===== config.mk =====
export PLATFORM = sky130hd
export DESIGN_NAME = txcon_front
export DESIGN_NICKNAME = d
export VERILOG_FILES = /design/src/design/txcon_pkg.sv /design/src/design/txcon_front.sv
export SDC_FILE = /design/constraint.sdc
export NUM_CORES = 1
export LEC_CHECK = 0
export ABC_AREA = 1
export BUFFER_PORTS_ARGS = -buffer_cell sky130_fd_sc_hd__buf_2
export CAP_MARGIN = 10
export CORE_MARGIN = 2
export CORE_UTILIZATION = 36
export DETAILED_ROUTE_END_ITERATION = 10
export MAX_ROUTING_LAYER = met4
export PLACE_DENSITY = 0.81
export RECOVER_POWER = 50
export SETUP_SLACK_MARGIN = 0.3
export SYNTH_ARGS = -nofsm -noshare
export SYNTH_HDL_FRONTEND = slang
export SYNTH_SLANG_ARGS = --single-unit

===== constraint.sdc =====
create_clock -name vclk -period 2.06
set_input_delay 0.309 -clock vclk [all_inputs]
set_output_delay 0.309 -clock vclk [all_outputs]
set_load 0.01 [all_outputs]

===== src/design/txcon_pkg.sv =====
package txcon_pkg;

	localparam int COLUMNS     = 80;
	localparam int ROWS        = 25;
	localparam int CELLS       = ROWS * COLUMNS;
	localparam int ADDR_W      = $clog2(CELLS);
	localparam int ROW_W       = $clog2(ROWS);
	localparam int COL_W       = $clog2(COLUMNS + 1);
	localparam int SCROLL_END  = (ROWS - 1) * COLUMNS;
	localparam int QUEUE_DEPTH = 4;
	localparam int QPTR_W      = $clog2(QUEUE_DEPTH);

	localparam logic [7:0] NEWLINE_CODE = 8'd10;
	localparam logic [7:0] SPACE_CODE   = 8'd32;
	localparam logic [7:0] COLOR_RESET  = 8'd15;

	localparam logic [1:0] OP_PUT   = 2'd0;
	localparam logic [1:0] OP_CLEAR = 2'd1;
	localparam logic [1:0] OP_READ  = 2'd2;

	typedef enum logic [2:0] {
		CMD_CHAR,
		CMD_NEWLINE,
		CMD_CLEAR,
		CMD_READ,
		CMD_NOP
	} cmd_kind_t;

	typedef struct packed {
		cmd_kind_t         kind;
		logic [7:0]        ch;
		logic [ADDR_W-1:0] addr;
	} cmd_t;

	typedef struct packed {
		logic push;
		logic full;
	} q_wr_t;

	typedef struct packed {
		logic pop;
		logic valid;
	} q_rd_t;

	typedef struct packed {
		logic [1:0] operation;
		logic [7:0] char_code;
		logic [4:0] read_row;
		logic [6:0] read_col;
	} in_item_t;

	typedef struct packed {
		logic [7:0] cell_char;
		logic [7:0] cell_color;
		logic [4:0] cursor_row;
		logic [6:0] cursor_col;
	} out_item_t;

	typedef enum logic [2:0] {
		ST_IDLE,
		ST_READ,
		ST_WRITE,
		ST_SCROLL,
		ST_BLANK,
		ST_DONE
	} state_t;

endpackage


===== src/design/txcon_front.sv =====
module txcon_front import txcon_pkg::*; (
	input  logic     in_valid,
	output logic     in_ready,
	input  in_item_t in_item,
	input  logic     q_full,
	output q_wr_t    q_wr,
	output cmd_t     q_data
);

	logic in_range;

	assign in_range = (32'(in_item.read_row) < ROWS) && (32'(in_item.read_col) < COLUMNS);

	always_comb begin
		q_data.ch   = in_item.char_code;
		q_data.addr = ADDR_W'(32'(in_item.read_row) * COLUMNS + 32'(in_item.read_col));
		priority if (in_item.operation == OP_PUT) begin
			q_data.kind = (in_item.char_code == NEWLINE_CODE) ? CMD_NEWLINE : CMD_CHAR;
		end else if (in_item.operation == OP_CLEAR) begin
			q_data.kind = CMD_CLEAR;
		end else if (in_item.operation == OP_READ && in_range) begin
			q_data.kind = CMD_READ;
		end else begin
			q_data.kind = CMD_NOP;
		end
	end

	assign in_ready    = !q_full;
	assign q_wr.push   = in_valid && !q_full;
	assign q_wr.full   = q_full;

endmodule


# Yosys cells after proc, flatten, opt, wreduce, memory -nomap -nowiden
# Cells that the tools add are included.
# Widths: inputs -> output; s select.
totals:
  reg_bits: 0
  out_inout_bits: 25
  wordCells: 16
classes:
  addsub: 1
  n_mul: 1
  magnitude_cmp: 2
  eq_ne: 3
  n_mux: 4
  n_reduce_logical: 5
op_table:
  columns: ["op", "n"]
  rows:
  - ["$add 11x7->11", 1]
  - ["$mux 3", 3]
  - ["$eq 8x4->1 const B", 1]
  - ["$lt 7x7->1 const B", 1]
  - ["$mul 5x3->7 const B", 1]
  - ["$lt 5x5->1 const B", 1]
  - ["$logic_and 1x1->1", 3]
  - ["$eq 2x1->1 const B", 1]
  - ["$eq 2x2->1 const B", 1]
  - ["$logic_not 2->1", 1]
  - ["$logic_not 1->1", 1]
  - ["$mux 1", 1]

# Longest topological paths before layout
depth:
  word_depth: 6
  mapped_depth: 10
  depth_no_buf: 10

# Worst setup path after synthesis
# Ideal clock, no wire load.
synth_path:
  path_type: "in2out"
  start: "in in_item[8] in the netlist's numbering"
  end: "out q_data[10] in the netlist's numbering"
  arrival_ns: 1.733
  required_time_ns: 1.751
  setup_slack_ns: 0.018
  cell_stages: 9
  path_buffers: 0
  path_cell_list: "ha_1 ha_1 fa_1 nand2_1 inv_1 nand2_1 nor2_2 nand3_1 nand2_1"
synth_lines:
  columns: ["element", "line", "source"]
  rows:
  - ["start: declaration", "txcon_front.sv:4", "input in_item_t in_item,"]
  - ["end: declaration", "txcon_front.sv:7", "output cmd_t q_data"]

==> metrics list <==
- Detailed placement ended at an HPWL of around 1100 µm.
- The count of endpoints failing hold in the final timing report is 0.
- Of all nets on the critical path, the largest fanout is 4.
- Setup repair after global routing missed its margin: yes
- Routed wire length per instance: approximately 11 µm
- For this run, global-route usage on met3 was measured as 0.0129.
* Initial cell density of the core: 0.398
* Startpoint Class: input port
* Detailed-routing iteration count for the pre-antenna-repair pass: 4
- Of the total power, combinational logic draws 1.000.
- The average instance in the mapped netlist occupies between 6 and 7 µm².
* Post-synth top area share: 0.210
* Switching power total: 0.157 mW
* Violated checks: negative setup slack
* Worst Max-Slew Pin Slew: 157 ps
* Relative slew slack: 0.895
* Layout-stage area growth over the synthesis result: 71.3%
- Sequential cell count: 0
- M1 GR Usage: 0.169
- Worst hold slack after final layout: 618 ps
- Clock tree buffer count of the final layout: 0
- The finished cells cover roughly 920 µm².
- Adder-cell share of the synthesized area: 0.284
- The final number of max-transition violations was 0.
- Proportion of layout cells with a drive suffix above 1: 0.548
* Number of design rule violations left after detail routing: 0
- After layout, the minimum clock period comes to 2210 ps.
- PnR worst setup slack: -154 ps
* Busiest grt layer: met2
- Of the total synthesized cell area, the portion taken by XOR and XNOR cells is 0.0326.
- The mapped netlist covers 537 µm².
- The detail route stage leaves a number of antenna-violating nets equal to 0.
- In this run, distinct cell masters in the synthesized netlist total 19.
- The synthesized-area fraction occupied by ao, oa, aoi and oai cells was 0.0793.
- IR analysis of the VDD net gives a maximum drop of between 0.00015 and 0.0002 V.
- The placed instances occupy a cell area of approximately 730 µm².
- After the last flow step, the layout net total stands at about 160.
- Via density per instance: between 4 and 5
- The share of the Yosys chip area taken by registers is 0.
- In this run the static leakage power is 0.489 nW.
* Multiplexer share of the synthesized area: 0
* Main combinational cell family by area after synthesis: simple AND/OR/NAND/NOR gates
- The number of antenna diodes in the final layout is 0.
- Maximum number of pins on one net before global-route repair: 6
- For this run, the total global-route usage over all layers was measured as 0.151.
* Simple-gate share of the synthesized area: 0.317
- Antenna violations before repair: 0
- In the final layout, flip-flops and latches occupy 0 µm².
- During I/O placement, the number of pins put on the boundary was 49.
- Of the available clock period, the critical path in the final layout requires 1.07.
* Internal Dissipation: 0.160 mW
- Worst hold-check path type: in -> out
- After detailed routing, the total wire length is about 1500 µm.
- Yosys warnings: 0
- Placement row count: 13
- First-pass GRT wire length: 2190 µm
* Die outline area: 1820 µm²
- Net switching share of the total power: 0.496
- Routability-driven placement finished with a final weighted congestion of 0.847.
* Category of the most critical setup path: in -> out
* Max Freq: between 0.4 and 0.5 GHz
- STA puts the critical path data arrival time at ~1900 ps.
* Syn Inst Count: 87
- The worst setup path is captured at an output pin.
* Design Power: 0.317 mW
- The region available for standard cell placement spans about 1400 µm².
- The run finished, with violations left.
* Max-cap violation count: 0
- Of the total power, registers draw 0.
- Net Count, Synth: 122
- Clock share of power: 0
- Dominant cells by area after synthesis: ha_1 21%, buf_4 18%, nand2_1 13%, inv_1 9.8%, nand3_1 9.3%
- The largest total area in the synthesized netlist belongs to ha_1.
- The library cells used most frequently in the layout, excluding fill and tap cells, are 29 x buf_2, 13 x inv_1, 12 x nand2_1.
- The via count of the first global-routing pass is 539.
* Setup TNS after final layout: -329 ps
- After global routing the overflow that remains totals 0.
* Data required time of the worst path: 1750 ps
- Total vias in the final route: ~680
- Power density over the cells: 344 nW/µm²
- In the global route stage, met2 resource usage came out at 0.302.
* Final setup violation count: 3
* Post-Route Utilization: 0.681
- Height of the chip: 42.6 µm
- Horiz. Die Dim: around 43 µm
* Port buffer count: between 40 and 50
- The library cell used most frequently in the layout, excluding fill and tap cells, is buf_2.
- Starting DRT DRC Count: 2
-- power groups by stage --
stage	combinational (mW)	sequential [mW]	clock, mW
floorplan	0.153	0	0
global placement	0.218	0	0
detailed placement	0.222	0	0
CTS	0.264	0	0
global route	0.345	0	0
finish	0.317	0	0
-- metal layers --
metal | vias up | wire (µm)
met5 | - | 0
met4 | 0 | 0
met3 | 0 | 101
met2 | 31 | 897
met1 | 312 | 549
li1 | 339 | -
-- synth_stat cells (all sizes together) --
| master | instances |
|---|---|
| xor2 | 1 |
| a21o | 1 |
| nand3 | 10 |
| a21oi | 3 |
| buf | 13 |
| nand4 | 1 |
| ha | 9 |
| nand2 | 20 |
| inv | 15 |
| nor2 | 7 |
| xnor2 | 1 |
| o21ai | 1 |
| o21a | 1 |
| a21boi | 1 |
| nor3 | 1 |
| fa | 2 |
-- final cells by class --
type               count  area, µm²
multi-input cells     59        527
fillers              123        430
repair buffers        50        318
inverters             15       56.3
well taps             15       18.8
-- critical path: stages --
cell	delay [ps]
buf_8	100
ha_4	230
ha_4	160
fa_1	530
nand2_1	80
inv_2	90
buf_6	110
nand2_2	60
nand2_2	60
nand2_2	60
buf_6	120
-- through the flow --
step	instances	worst slack, ps
6_report	139	-154
5_1_grt	139	-215
4_1_cts	136	-94.8
3_5_place_dp	135	-151
3_3_place_gp	135	-113
2_1_floorplan	87	143
-- what timing repair did --
item	4_1_cts	5_1_grt
resized for setup	17	16
setup endpoints to repair	5	5
hold buffers	0	0
pin swaps	6	9
setup buffers	1	3
-- cell families (layout without fill, tap and decap cells) --
kind of cell | count (synthesis) | count (layout)
simple gates | 39 | 39
buf+inv | 28 | 65
fa+ha+maj | 11 | 11
compound gates | 7 | 7
xor+xnor | 2 | 2
-- path summary, 6_finish.rpt --
path                   start   endpoint  slack [ps]  cells after the start
hold / removal    in_item[3]  q_data[3]         620                      0
setup / recovery  in_item[8]  q_data[9]        -150                     11
Power figures use the tool's default switching activity.
