## src/design/txcon_pkg.sv

```systemverilog
package txcon_pkg;

	localparam int COLUMNS     = 80;
	localparam int ROWS        = 25;
	localparam int CELLS       = ROWS * COLUMNS;
	localparam int ADDR_W      = $clog2(CELLS);
	localparam int ROW_W       = $clog2(ROWS);
	localparam int COL_W       = $clog2(COLUMNS + 1);
	localparam int SCROLL_END  = (ROWS - 1) * COLUMNS;
	localparam int QUEUE_DEPTH = 4;
	localparam int QPTR_W      = $clog2(QUEUE_DEPTH);

	localparam logic [7:0] NEWLINE_CODE = 8'd10;
	localparam logic [7:0] SPACE_CODE   = 8'd32;
	localparam logic [7:0] COLOR_RESET  = 8'd15;

	localparam logic [1:0] OP_PUT   = 2'd0;
	localparam logic [1:0] OP_CLEAR = 2'd1;
	localparam logic [1:0] OP_READ  = 2'd2;

	typedef enum logic [2:0] {
		CMD_CHAR,
		CMD_NEWLINE,
		CMD_CLEAR,
		CMD_READ,
		CMD_NOP
	} cmd_kind_t;

	typedef struct packed {
		cmd_kind_t         kind;
		logic [7:0]        ch;
		logic [ADDR_W-1:0] addr;
	} cmd_t;

	typedef struct packed {
		logic push;
		logic full;
	} q_wr_t;

	typedef struct packed {
		logic pop;
		logic valid;
	} q_rd_t;

	typedef struct packed {
		logic [1:0] operation;
		logic [7:0] char_code;
		logic [4:0] read_row;
		logic [6:0] read_col;
	} in_item_t;

	typedef struct packed {
		logic [7:0] cell_char;
		logic [7:0] cell_color;
		logic [4:0] cursor_row;
		logic [6:0] cursor_col;
	} out_item_t;

	typedef enum logic [2:0] {
		ST_IDLE,
		ST_READ,
		ST_WRITE,
		ST_SCROLL,
		ST_BLANK,
		ST_DONE
	} state_t;

endpackage

```

## src/design/txcon_queue.sv

```systemverilog
module txcon_queue import txcon_pkg::*; (
	input  logic  clk,
	input  logic  arst_n,
	input  q_wr_t wr,
	input  cmd_t  wr_data,
	output logic  full,
	input  q_rd_t rd,
	output logic  valid,
	output cmd_t  rd_data
);

	cmd_t              slot_q [QUEUE_DEPTH];
	logic [QPTR_W-1:0] wr_ptr_q;
	logic [QPTR_W-1:0] rd_ptr_q;
	logic [QPTR_W:0]   count_q;
	logic              do_push;
	logic              do_pop;

	assign full    = (32'(count_q) == QUEUE_DEPTH);
	assign valid   = (count_q != '0);
	assign rd_data = slot_q[rd_ptr_q];
	assign do_push = wr.push && !wr.full;
	assign do_pop  = rd.pop && rd.valid;

	always_ff @(posedge clk or negedge arst_n) begin
		if (!arst_n) begin
			wr_ptr_q <= '0;
			rd_ptr_q <= '0;
			count_q  <= '0;
		end else begin
			if (do_push) begin
				wr_ptr_q <= wr_ptr_q + 1'b1;
			end
			if (do_pop) begin
				rd_ptr_q <= rd_ptr_q + 1'b1;
			end
			if (do_push && !do_pop) begin
				count_q <= count_q + 1'b1;
			end else if (!do_push && do_pop) begin
				count_q <= count_q - 1'b1;
			end
		end
	end

	always_ff @(posedge clk) begin
		if (do_push) begin
			slot_q[wr_ptr_q] <= wr_data;
		end
	end

endmodule

```

## config.mk

```make
export PLATFORM = sky130hd
export DESIGN_NAME = txcon_queue
export DESIGN_NICKNAME = d
export VERILOG_FILES = /design/src/design/txcon_pkg.sv /design/src/design/txcon_queue.sv
export SDC_FILE = /design/constraint.sdc
export NUM_CORES = 1
export LEC_CHECK = 0
export BUFFER_PORTS_ARGS = -buffer_cell sky130_fd_sc_hd__buf_2
export CAP_MARGIN = 20
export CORE_UTILIZATION = 60
export DETAILED_ROUTE_END_ITERATION = 8
export PLACE_DENSITY = 0.88
export SYNTH_ARGS = -nofsm -noshare
export SYNTH_HDL_FRONTEND = slang
export SYNTH_SLANG_ARGS = --single-unit
```

## constraint.sdc

```tcl
create_clock -name clk -period 5 [get_ports clk]
set_clock_uncertainty 0.2 [all_clocks]
set_input_delay 1.25 -clock clk [delete_from_list [all_inputs] [get_ports clk]]
set_output_delay 1.25 -clock clk [all_outputs]
set_load 0.01 [all_outputs]
```

### Word-level counts from Yosys, hierarchy flattened

Memory sizes are Yosys's and may differ from the RTL's.
Cells that the tools add are included.

| storage, ports and cells | value |
|---|---|
| bits in registers | 7 |
| latch bits | 0 |
| RAM bits | 88 |
| memory bits (read-only) | 0 |
| bits of input ports | 28 |
| output and inout bits | 24 |
| logic and storage cells | 22 |
| memories | 1 |

| operators by class | value |
|---|---|
| add/sub/neg operators | 4 |
| multiply operators | 0 |
| div/mod/pow operators | 0 |
| magnitude comparators | 0 |
| equal/unequal tests | 1 |
| shift-type cells | 0 |
| mux-type cells | 4 |
| bitwise gates (word level) | 0 |
| reduce and logical (&&, ||, !) cells | 9 |

Memories:

| memory | depth | width | rd ports | clocked after Yosys merged registers in | wr ports | line | text |
|---|---|---|---|---|---|---|---|
| slot_q | 4 | 22 | 1 | 0 | 1 | txcon_queue.sv:12 | `cmd_t slot_q [QUEUE_DEPTH];` |

Operator list:

| cell | number |
|---|---|
| 3-bit 2-to-1 mux | 2 |
| 2-bit by 1-bit adder with 2-bit output (second input constant) | 2 |
| 1-bit logical AND | 4 |
| 3-bit by 1-bit adder with 3-bit output (second input constant) | 1 |
| 3-bit == test (second input constant) | 1 |
| 1-bit logical NOT | 3 |
| 3-bit nonzero test | 1 |
| 3-bit by 1-bit subtractor with 3-bit output (second input constant) | 1 |
| 1-bit 2-to-1 mux | 2 |
| 2-bit nonzero test | 1 |

### Depth between registers and ports, before layout

Gate-level depths: netlist (run 1).

| depth | value |
|---|---|
| depth in word-level cells | 6 |
| gate-level depth with buffers | 8 |
| mapped depth without buffers | 7 |

### Worst setup path after synthesis (run 1)

No wires, ideal clock.

| timing | value |
|---|---|
| path kind | input to register |
| start | input wr[1] in the netlist's numbering |
| end | register count_q[2] |
| arrival time | 2568 ps |
| data required time | 4721 ps |
| setup slack | 2153 ps |
| stages on the path | 8 |
| path buffers | 1 |
| cell sequence | nor2b_1 > clkbuf_1 > ha_1 > inv_1 > fa_1 > xor2_1 > nor2_1 > xor2_1 |

| between the ends | value |
|---|---|
| word-level cells in the longest chain between the ends | 4 |
| elaborated cells on any way between the ends | 6 |

RTL lines:

| what | line | text |
|---|---|---|
| start: declaration | txcon_queue.sv:4 | `input q_wr_t wr,` |
| 1-bit logical AND (*) | txcon_queue.sv:22 | `assign do_push = wr.push && !wr.full;` |
| via do_push | txcon_queue.sv:16 | `logic do_push;` |
| 1-bit logical NOT | txcon_queue.sv:39 | `end else if (!do_push && do_pop) begin` |
| 1-bit logical AND | txcon_queue.sv:39 |  |
| 2-bit nonzero test (no line) | -- |  |
| end signal: assignment | txcon_queue.sv:38 | `count_q <= count_q + 1'b1;` |
| end signal: assignment | txcon_queue.sv:40 | `count_q <= count_q - 1'b1;` |
| end: declaration | txcon_queue.sv:15 | `logic [QPTR_W:0] count_q;` |

Mark *: on every way through the listed nets, which the timed path passes. The rest lies on a longest branch.
A chain may end at the register's enable or synchronous reset.

==> results.yml, run 1 <==
sta:
  worst_slew_pin_slew_ns: 1.08
  fmaxAchievable_ghz: 0.271
  post-route-period-util_pct: 73.9
  finalSetupTns_ns: 0
  slew_viol_final: 0
  max_slew_margin_pct: 28.0
  hold_viol: 0
  rsz0062_at_grt: "no"
  fin_crit_ns: 3.69
  report.final.setup_viol: 0
job:
  max_cap_viol_count: 0
cells_and_area:
  final_util_pct: 73.3
  areaGrowthSynthToFinish_pct: 14.4
  multiInputGateArea_um2: 723
  fill_cells: 315
  drive_gt1_share_pct: 40.0
  num-nets-final: 244
  layout_common_cells: "sky130_fd_sc_hd__edfxtp_1 (88), sky130_fd_sc_hd__buf_2 (51), sky130_fd_sc_hd__mux4_2 (18)"
  layout.area.seq_mm2: 0.00282
  stdcell_area_mm2: 0.00414
  n_antenna_cell: 0
  final_common_cell: "sky130_fd_sc_hd__edfxtp_1"
routing:
  final_antenna_net_count: 0
  route.detailed.wl_per_inst_um: 19.9
  detailroute.via_count: 1653
  drc_errors: 0
  detailedRoute.firstPassIterationCount: 4
  detail_route.vias_per_cell: 5.76
  drt_wl_total_um: 5720
  detailed_route_iter0_violations: 111
synthesis:
  yosysTopAreaCell: "sky130_fd_sc_hd__edfxtp_1"
  synth_cell_types: 22
  yosys.area.top_type_share_pct: 73.1
  synthesis.yosys.warnings: 0
  yosys_register_bits: 95
  mappedNetlistNets: 185
  synth.yosys.seq_area_share_pct: 77.9
  ys_top_cells_by_area: "sky130_fd_sc_hd__edfxtp_1 (73%), sky130_fd_sc_hd__mux4_2 (11%), sky130_fd_sc_hd__dfrtp_1 (4.8%)"
  syn-instance-count: 151
  postSynthAreaPerCell_um2: 24.0
  syn-cell-area_mm2: 0.00362
critical_path:
  required_ns: 3.55
  timing.critical_path.fanout_max: 13
  timing.critical_path.to: "rd_data[19]"
  critical_path_arrival_ns: 2.24
  reg2reg_depth: 3
  crit_chain: "buf_4 > mux4_2 > buf_2"
  startpoint_type: "flip-flop"
  worstSetupEndpointType: "output pin"
  slowest_stage: "sky130_fd_sc_hd__dfrtp_1"
  criticalPathCategory: "flip-flop to output pin"
  ff2ff_setup_slack_ns: 2.88
  r2r_start: "wr_ptr_q[0]"
  setup.worst_path.start: "rd_ptr_q[0]"
  worst_reg2reg_path_endpoint: "slot_q[2][19]"
  slowest_delay_ns: 0.81
pwr:
  power.net_switching_mw: 0.593
  powerDensity_mw_per_mm2: 507
  internal_power_mw: 1.50
  clkPwrFrac_pct: 22.8
  swShare_pct: 28.3
  power.share.combinational_pct: 25.8
  seq_power_share_pct: 51.4
  vdd_ir_drop_max_v: 0.000322
  total_leakage_power_nw: 1.45
cts:
  worst_setup_hold_path_clk_slew_ns: 0.08
  cts_post_setup_buffers_inserted: 0
  library_cell_used_as_clock_root_buffer: "sky130_fd_sc_hd__clkbuf_8"
  tritoncts: "done"
  number_of_h_tree_branching_levels: 3
  cts-buffers-inserted: 9
  cts_num_sinks: 95
  clock_tree.buffer_depth: 2
  clock_insertion_delay_worst_skew_ns: 0.35
  cts-resized-gates: 0
  cts_hold_buffers: 0
grt:
  grt_first_pass_wirelength_um: 8640
  initial_antenna_violation_count: 0
  grt_max_degree: 24
  overflow: 0
  first_global_vias: 1743
  grtUsageTotal_pct: 20.0
floorplan:
  initial_utilization_pct: 64.1
  core_region_area_mm2: 0.00564
  floorplan.die.height_um: 79.6
  i_o_pin_total: 52
  floorplan.die.width_um: 79.6
  fp.dieArea_mm2: 0.00634
  num_rows: 27
placed_design:
  globalplace.congestion: 0.740
  io_buffer_count: 51
  detailed_place_hpwl_um: 3720
  placed_area_mm2: 0.00391
hold_path:
  worst_hold_startpoint: "count_q[2]"
  hp-class: "flip-flop to flip-flop"
status:
  status: "completed"
-- final cells by class --
cell class	instances	area share [%]
tap	72	2.18
clock buffer	10	3.09
inverter	3	0.272
multi-input combinational	47	17.5
timing repair buffer	54	7.38
sequential	95	68.1
clock inverter	6	1.48
-- worst min path at each step --
stage | end | slack (ns) | cells past startpoint
floorplan | count_q[2] | 0.25 | 1
global placement | count_q[2] | 0.27 | 1
detailed placement | count_q[2] | 0.27 | 1
CTS | count_q[2] | 0.29 | 1
global route | count_q[2] | 0.33 | 1
finish | count_q[2] | 0.28 | 1
-- critical path: cells and delay by family, from the launching register on --
family | cells | cell delay [ns]
flip-flops | 1 | 0.81
buffers and inverters | 2 | 0.55
multiplexers | 1 | 0.54
-- cell families after synthesis --
kind of cell,after synthesis,share of synthesized area [%]
AOI/OAI and AO/OA,1,0.138
buffers and inverters,9,2.11
xor gates and xnor gates,6,1.45
DFF,95,77.9
muxes,23,14.4
and+or+nand+nor,11,1.69
adders and majority gates,6,2.28
-- Yosys cell counts --
cell                        n
sky130_fd_sc_hd__clkbuf_1   1
sky130_fd_sc_hd__xor2_1     2
sky130_fd_sc_hd__ha_1       5
sky130_fd_sc_hd__nand2_1    2
sky130_fd_sc_hd__and2_1     4
sky130_fd_sc_hd__xnor2_1    4
sky130_fd_sc_hd__mux4_1     4
sky130_fd_sc_hd__buf_2      2
sky130_fd_sc_hd__buf_12     2
sky130_fd_sc_hd__edfxtp_1  88
sky130_fd_sc_hd__dfrtp_1    7
sky130_fd_sc_hd__inv_1      3
sky130_fd_sc_hd__nor2_1     1
sky130_fd_sc_hd__o21ai_0    1
sky130_fd_sc_hd__or3_1      1
sky130_fd_sc_hd__nand3_1    1
sky130_fd_sc_hd__nor2b_1    1
sky130_fd_sc_hd__fa_1       1
sky130_fd_sc_hd__mux4_2    18
sky130_fd_sc_hd__nor3b_1    1
sky130_fd_sc_hd__buf_6      1
sky130_fd_sc_hd__mux2_2     1
-- power groups by stage --
stage	clock network (mW)	registers (mW)	logic, mW
global route	0.513	1.09	0.593
global placement	0	1.08	0.518
detailed placement	0	1.10	0.539
CTS	0.484	1.08	0.541
floorplan	0	1.02	0.452
finish	0.478	1.08	0.541
-- per-layer routing --
| metal | track usage [%] | share of wire [%] | wire length (um) |
|---|---|---|---|
| met1 | 23.8 | 39 | 2220 |
| met2 | 33.8 | 54 | 3080 |
| met3 | 5.60 | 5.0 | 289 |
| met4 | 9.64 | 2.4 | 140 |
| met5 | 0 | 0 | 0 |
-- sequential cells by signal (all words and copies together), names as in the netlist --
register and count:
rd_ptr_q 2, wr_ptr_q 2, count_q 3, slot_q 88
-- stage by stage --
stage	worst slack, ns	power (mW)	hold slack [ns]	cells
after CTS	1.26	2.10	0.286	285
after detailed placement	1.65	1.64	0.274	269
final	1.31	2.10	0.284	287
after global placement	1.69	1.60	0.265	269
after floorplan	2.15	1.47	0.249	151
after global routing	1.15	2.20	0.330	287
Note: power is estimated with default switching activity, not from simulation.
==> run 2, diff against run 1 <==
--- a/config.mk
+++ b/config.mk
@@ -7,9 +7,9 @@
 export LEC_CHECK = 0
 export BUFFER_PORTS_ARGS = -buffer_cell sky130_fd_sc_hd__buf_2
 export CAP_MARGIN = 20
-export CORE_UTILIZATION = 60
+export CORE_UTILIZATION = 56
 export DETAILED_ROUTE_END_ITERATION = 8
-export PLACE_DENSITY = 0.88
+export PLACE_DENSITY = 0.83
 export SYNTH_ARGS = -nofsm -noshare
 export SYNTH_HDL_FRONTEND = slang
 export SYNTH_SLANG_ARGS = --single-unit
==> constraint.sdc (replaced) <==
create_clock -name clk -period 3.55 [get_ports clk]
set_clock_uncertainty 0.2 [all_clocks]
set_input_delay 0.8875 -clock clk [delete_from_list [all_inputs] [get_ports clk]]
set_output_delay 0.8875 -clock clk [all_outputs]
set_load 0.01 [all_outputs]
==> run 2 against run 1 <==
Against the previous run:
- hold slack worse by 0.12 ns
- cell count increased by 2.4%
- register-to-register slack worse by 1.2 ns
- cell area increased by 0.21%
- non-clock buffer count grew 4
- clock power is 25% higher
- routed wire length shrank 2.5%
- sequential power up 37%
- global-route usage down 1.3 points
- largest power group unchanged
==> results.yml, run 2 (synthesis gave the netlist of run 1 again) <==
placed_design:
  placed_area_mm2: 0.00398
  io_buffer_count: 51
  detailed_place_hpwl_um: 3690
  globalplace.congestion: 0.691
routing:
  final_antenna_net_count: 0
  detailroute.via_count: 1633
  drc_errors: 0
  route.detailed.wl_per_inst_um: 19.0
  detailedRoute.firstPassIterationCount: 6
  detailed_route_iter0_violations: 75
  detail_route.vias_per_cell: 5.55
  drt_wl_total_um: 5580
floorplan:
  i_o_pin_total: 52
  fp.dieArea_mm2: 0.00678
  core_region_area_mm2: 0.00606
  num_rows: 28
  initial_utilization_pct: 59.7
  floorplan.die.width_um: 82.4
  floorplan.die.height_um: 82.4
grt:
  grtUsageTotal_pct: 18.8
  grt_first_pass_wirelength_um: 8560
  first_global_vias: 1744
  grt_max_degree: 23
  overflow: 0
  initial_antenna_violation_count: 0
pwr:
  vdd_ir_drop_max_v: 0.000410
  power.share.combinational_pct: 28.4
  seq_power_share_pct: 51.0
  swShare_pct: 28.8
  total_leakage_power_nw: 1.46
  power.net_switching_mw: 0.833
  pnr_total_power_mw: 2.90
  powerDensity_mw_per_mm2: 698
  internal_power_mw: 2.06
  clkPwrFrac_pct: 20.6
critical_path:
  reg2reg_depth: 4
  slowest_delay_ns: 0.61
  worst_reg2reg_path_endpoint: "slot_q[2][11]"
  combined_buffer_and_inverter_count_along_the_critical_path: 2
  timing.critical_path.fanout_max: 18
  r2r_start: "wr_ptr_q[0]"
  slowest_stage: "sky130_fd_sc_hd__dfrtp_1"
  crit_chain: "buf_12 > mux4_1 > buf_2"
  criticalPathCategory: "flip-flop to output pin"
  worstSetupEndpointType: "output pin"
  startpoint_type: "flip-flop"
  required_ns: 2.46
  ff2ff_setup_slack_ns: 1.72
  critical_path_arrival_ns: 1.93
  path_delay_family: "flip-flops"
cells_and_area:
  drive_gt1_share_pct: 41.6
  n_antenna_cell: 0
  top_regs: "slot_q: 88 flops, count_q: 3 flops"
  final_common_cell: "sky130_fd_sc_hd__edfxtp_1"
  num-nets-final: 248
  flip_flop_count_of_the_largest_register_all_copies_and_words_added: 88
  final_util_pct: 68.4
  areaGrowthSynthToFinish_pct: 14.6
  stdcell_area_mm2: 0.00415
  regMostFlops: "slot_q"
  layout_common_cells: "sky130_fd_sc_hd__edfxtp_1 (88), sky130_fd_sc_hd__buf_2 (51), sky130_fd_sc_hd__mux4_2 (18)"
  fill_cells: 399
sta:
  max_slew_margin_pct: 56.8
  hold_ws_ns: 0.160
  fmaxAchievable_ghz: 0.331
  report.final.setup_viol: 0
  fin_crit_ns: 3.02
  hold_viol: 0
  worst_slew_pin_slew_ns: 0.648
  post-route-period-util_pct: 85.1
  rsz0062_at_grt: "no"
  finalSetupTns_ns: 0
  slew_viol_final: 0
cts:
  cts-resized-gates: 0
  cts_post_setup_buffers_inserted: 0
  number_of_h_tree_branching_levels: 3
  library_cell_used_as_clock_root_buffer: "sky130_fd_sc_hd__clkbuf_8"
  cts_hold_buffers: 0
  clock_insertion_delay_worst_skew_ns: 0.35
  cts_num_sinks: 95
  clock_tree.buffer_depth: 2
  tritoncts: "done"
  worst_setup_hold_path_clk_slew_ns: 0.09
  cts-buffers-inserted: 9
job:
  max_cap_viol_count: 0
hold_path:
  hp-class: "input port to asynchronous set/reset pin"
status:
  status: "completed"
run 2: cell types whose count changed in the layout (fill, tap and decap cells not counted), sizes merged:
cell and delta:
buf +4, clkinv -2, clkinvlp +2, clkbuf +1, bufinv -1
run 2: power groups by stage:
stage	logic [mW]	registers, mW	clock network (mW)
2_1_floorplan	0.637	1.44	0
3_3_place_gp	0.821	1.49	0
3_5_place_dp	0.833	1.51	0
4_1_cts	0.837	1.48	0.616
5_1_grt	0.905	1.50	0.652
6_report	0.822	1.48	0.598
run 2: worst max-delay path by stage:
stage	start	end	slack (ns)	cells past startpoint
6_report	rd_ptr_q[0]	rd_data[8]	0.53	3
5_1_grt	rd_ptr_q[0]	rd_data[8]	0.41	3
4_1_cts	rd_ptr_q[0]	rd_data[8]	0.45	3
3_5_place_dp	wr[0]	count_q[2]	0.75	8
3_3_place_gp	wr[0]	count_q[2]	0.85	8
2_1_floorplan	wr[1]	count_q[2]	1.07	8
run 2: stage by stage:
stage	setup slack, ns	instances
4_1_cts	0.447	294
3_5_place_dp	0.753	278
3_3_place_gp	0.851	278
5_1_grt	0.409	294
6_report	0.528	294
2_1_floorplan	1.07	151
run 2: worst register-to-register path: cells and delay by family, from the launching register on:
| kind | cells | cell delay [ns] |
|---|---|---|
| simple gates | 1 | 0.42 |
| flops | 1 | 0.41 |
| buf+inv | 2 | 0.35 |
| fa+ha+maj | 1 | 0.15 |
run 2: routing by layer:
metal  up-vias  part of all wire (%)  global-route usage (%)
li1        748                     -                       -
met1       833                    43                    23.0
met2        44                    51                    31.7
met4         0                   1.6                    9.65
met3         8                   4.0                    3.85
met5         -                     0                       0
run 2: cell type report:
type	count	area [um2]	share of cell area, %
flip-flops and latches	95	2820	68.0
inverters	3	11.3	0.272
well taps	75	93.8	2.26
clock buffers	11	131	3.17
multi-input cells	47	723	17.4
clock inverters	5	35.0	0.845
repair buffers	58	333	8.03
==> run 3, diff against run 2 <==
--- a/config.mk
+++ b/config.mk
@@ -5,11 +5,12 @@
 export SDC_FILE = /design/constraint.sdc
 export NUM_CORES = 1
 export LEC_CHECK = 0
+export ABC_AREA = 1
 export BUFFER_PORTS_ARGS = -buffer_cell sky130_fd_sc_hd__buf_2
 export CAP_MARGIN = 20
-export CORE_UTILIZATION = 56
+export CORE_UTILIZATION = 57
 export DETAILED_ROUTE_END_ITERATION = 8
-export PLACE_DENSITY = 0.83
+export PLACE_DENSITY = 0.84
 export SYNTH_ARGS = -nofsm -noshare
 export SYNTH_HDL_FRONTEND = slang
 export SYNTH_SLANG_ARGS = --single-unit
==> run 3 against run 2 <==
Against the previous run:
- hold slack gained 0.0067 ns
- clock power up 36%
- cell area is 9.2% higher
- power grew 7.6%
- global-route usage grew 1.1 points
- sequential power down 4%
- cell count grew 51%
- area after synthesis is 9.3% higher
- critical path depth rose by 3
- first-iteration DRC count increased by 100%
==> results.yml, run 3 <==
cells_and_area:
  flip_flop_count_of_the_largest_register_all_copies_and_words_added: 88
  final_common_cell: "sky130_fd_sc_hd__edfxtp_1"
  stdcell_area_mm2: 0.00453
  top_regs: "slot_q: 88 flops, count_q: 3 flops"
  areaGrowthSynthToFinish_pct: 14.5
  regMostFlops: "slot_q"
  num-nets-final: 397
  drive_gt1_share_pct: 23.9
  n_antenna_cell: 0
  layout_common_cells: "sky130_fd_sc_hd__edfxtp_1 (88), sky130_fd_sc_hd__nand2_1 (77), sky130_fd_sc_hd__inv_1 (56)"
  final_util_pct: 69.3
synthesis:
  synth_compound_gate_area_share_pct: 9.87
  yosys_register_bits: 95
  synthesis.yosys.warnings: 0
  synth_enable_flop_cells: 88
  synth-xor-area-share_pct: 0.665
  syn-cell-area_mm2: 0.00395
  syn-instance-count: 309
  postSynthAreaPerCell_um2: 12.8
  yosys.area_share.simple_pct: 8.45
  ys.flop_type: "sky130_fd_sc_hd__edfxtp_1"
  synth_cell_types: 21
  synth_top_cells_by_count: "sky130_fd_sc_hd__edfxtp_1 (88), sky130_fd_sc_hd__nand2_1 (77), sky130_fd_sc_hd__inv_1 (56)"
  mappedNetlistNets: 343
  synth_top_family_by_area: "compound AO/OA/AOI/OAI gates"
  yosysTopAreaCell: "sky130_fd_sc_hd__edfxtp_1"
  yosys.area.top_type_share_pct: 66.8
  synthAdderAreaFrac_pct: 2.09
  synthMuxAreaShare_pct: 0
  most_repeated_cell_in_the_gate_level_netlist_after_synthesis: "sky130_fd_sc_hd__edfxtp_1"
  synth.yosys.seq_area_share_pct: 71.3
  ys_top_cells_by_area: "sky130_fd_sc_hd__edfxtp_1 (67%), sky130_fd_sc_hd__nand2_1 (7.3%), sky130_fd_sc_hd__o211ai_1 (6.5%)"
  async_sr_flop_fraction_pct: 7.37
cts:
  clock_tree.buffer_depth: 2
  cts-buffers-inserted: 9
  cts_hold_buffers: 0
  clock_insertion_delay_worst_skew_ns: 0.34
  library_cell_used_as_clock_root_buffer: "sky130_fd_sc_hd__clkbuf_8"
  number_of_h_tree_branching_levels: 3
  cts_num_sinks: 95
  tritoncts: "done"
  cts_post_setup_buffers_inserted: 0
  cts-resized-gates: 0
  worst_setup_hold_path_clk_slew_ns: 0.08
routing:
  route.detailed.wl_per_inst_um: 14.7
  final_antenna_net_count: 0
  detailedRoute.firstPassIterationCount: 4
  drt_wl_total_um: 6530
  detailed_route_iter0_violations: 150
  detail_route.vias_per_cell: 5.28
  drc_errors: 0
  detailroute.via_count: 2349
pwr:
  vdd_ir_drop_max_v: 0.000365
  total_leakage_power_nw: 1.87
  powerDensity_mw_per_mm2: 688
  pnr_total_power_mw: 3.11
status:
  status: "completed"
critical_path:
  r2r_start: "wr_ptr_q[0]"
  crit_chain: "inv_2 > buf_12 > nand2_1 > o211ai_2 > nand2_1 > buf_2"
  slowest_stage: "sky130_fd_sc_hd__dfrtp_1"
  startpoint_type: "flip-flop"
  worstSetupEndpointType: "output pin"
  timing.critical_path.fanout_max: 89
  ff2ff_setup_slack_ns: 1.79
  reg2reg_depth: 5
  path_common_cell: "sky130_fd_sc_hd__nand2_1"
  critical_path_arrival_ns: 1.63
  criticalPathCategory: "flip-flop to output pin"
  required_ns: 2.46
  slowest_delay_ns: 0.40
  worst_reg2reg_path_endpoint: "slot_q[2][0]"
  path_delay_family: "buffers and inverters"
  combined_buffer_and_inverter_count_along_the_critical_path: 3
grt:
  initial_antenna_violation_count: 0
  grtUsageTotal_pct: 19.8
  grt_first_pass_wirelength_um: 10600
  overflow: 0
  grt_max_degree: 90
  first_global_vias: 2218
sta:
  fin_crit_ns: 2.72
  finalSetupTns_ns: 0
  slew_viol_final: 0
  worst_slew_pin_slew_ns: 0.515
  report.final.setup_viol: 0
  fmaxAchievable_ghz: 0.368
  post-route-period-util_pct: 76.6
  rsz0062_at_grt: "no"
  max_slew_margin_pct: 65.6
  hold_viol: 0
floorplan:
  initial_utilization_pct: 60.5
  fp.dieArea_mm2: 0.00727
  floorplan.die.height_um: 85.3
  floorplan.die.width_um: 85.3
  num_rows: 29
  core_region_area_mm2: 0.00653
  i_o_pin_total: 52
job:
  max_cap_viol_count: 0
hold_path:
  hp-class: "input port to asynchronous set/reset pin"
placed_design:
  placed_area_mm2: 0.00429
  detailed_place_hpwl_um: 3980
  globalplace.congestion: 0.666
  io_buffer_count: 51
==> run 3: changes by cell type in the layout (fill, tap and decap cells not counted), sizes merged, moves of 3 or more <==
cell and delta:
nor2 +6, and2 -4, nand2 +75, o211ai +44, bufinv +3, mux4 -22, inv +55, xnor2 -3
clkinvlp -3
==> run 3: how the worst max path moves through the flow <==
stage                     start            to  slack, ns  depth (start not counted)
global placement          wr[0]    count_q[2]       1.07                         11
detailed placement        wr[0]    count_q[2]       0.99                         11
CTS                 rd_ptr_q[0]    rd_data[4]       0.84                          6
global route        rd_ptr_q[0]   rd_data[13]       0.74                          6
finish              rd_ptr_q[0]    rd_data[4]       0.83                          6
floorplan                 wr[0]  slot_q[0][0]       0.95                          3
==> run 3: layer usage <==
metal,routed length (um),vias to the layer above,GRT usage [%]
li1,-,1160,-
met1,2800,1127,25.4
met2,3380,56,33.8
met3,290,6,3.50
met4,59,0,8.18
met5,0,-,0
==> run 3: through the flow <==
| step | worst slack (ns) | instances | hold slack, ns |
|---|---|---|---|
| detailed placement | 0.994 | 429 | 0.275 |
| global route | 0.739 | 445 | 0.151 |
| floorplan | 0.946 | 309 | 0.242 |
| CTS | 0.838 | 445 | 0.150 |
| global placement | 1.07 | 429 | 0.261 |
| finish | 0.830 | 445 | 0.167 |
==> run 3: final cells by class <==
class                      count  area [um2]
clock buffer                  11         131
inverter                      58         218
timing repair buffer          57         313
clock inverter                 5         106
fill                         447        2010
sequential                    95        2820
multi-input combinational    142         843
tap                           77        96.3
==> run 3: power breakdown <==
group,switching (mW),internal (mW)
clock network,0.343,0.470
logic,0.555,0.323
registers,0.0580,1.37
total,0.956,2.16
==> run 3: cell families after synthesis <==
kind of cell	Yosys count
AOI/OAI and AO/OA	46
and+or+nand+nor	87
DFF	95
buffers and inverters	72
adders and majority gates	6
xor gates and xnor gates	3
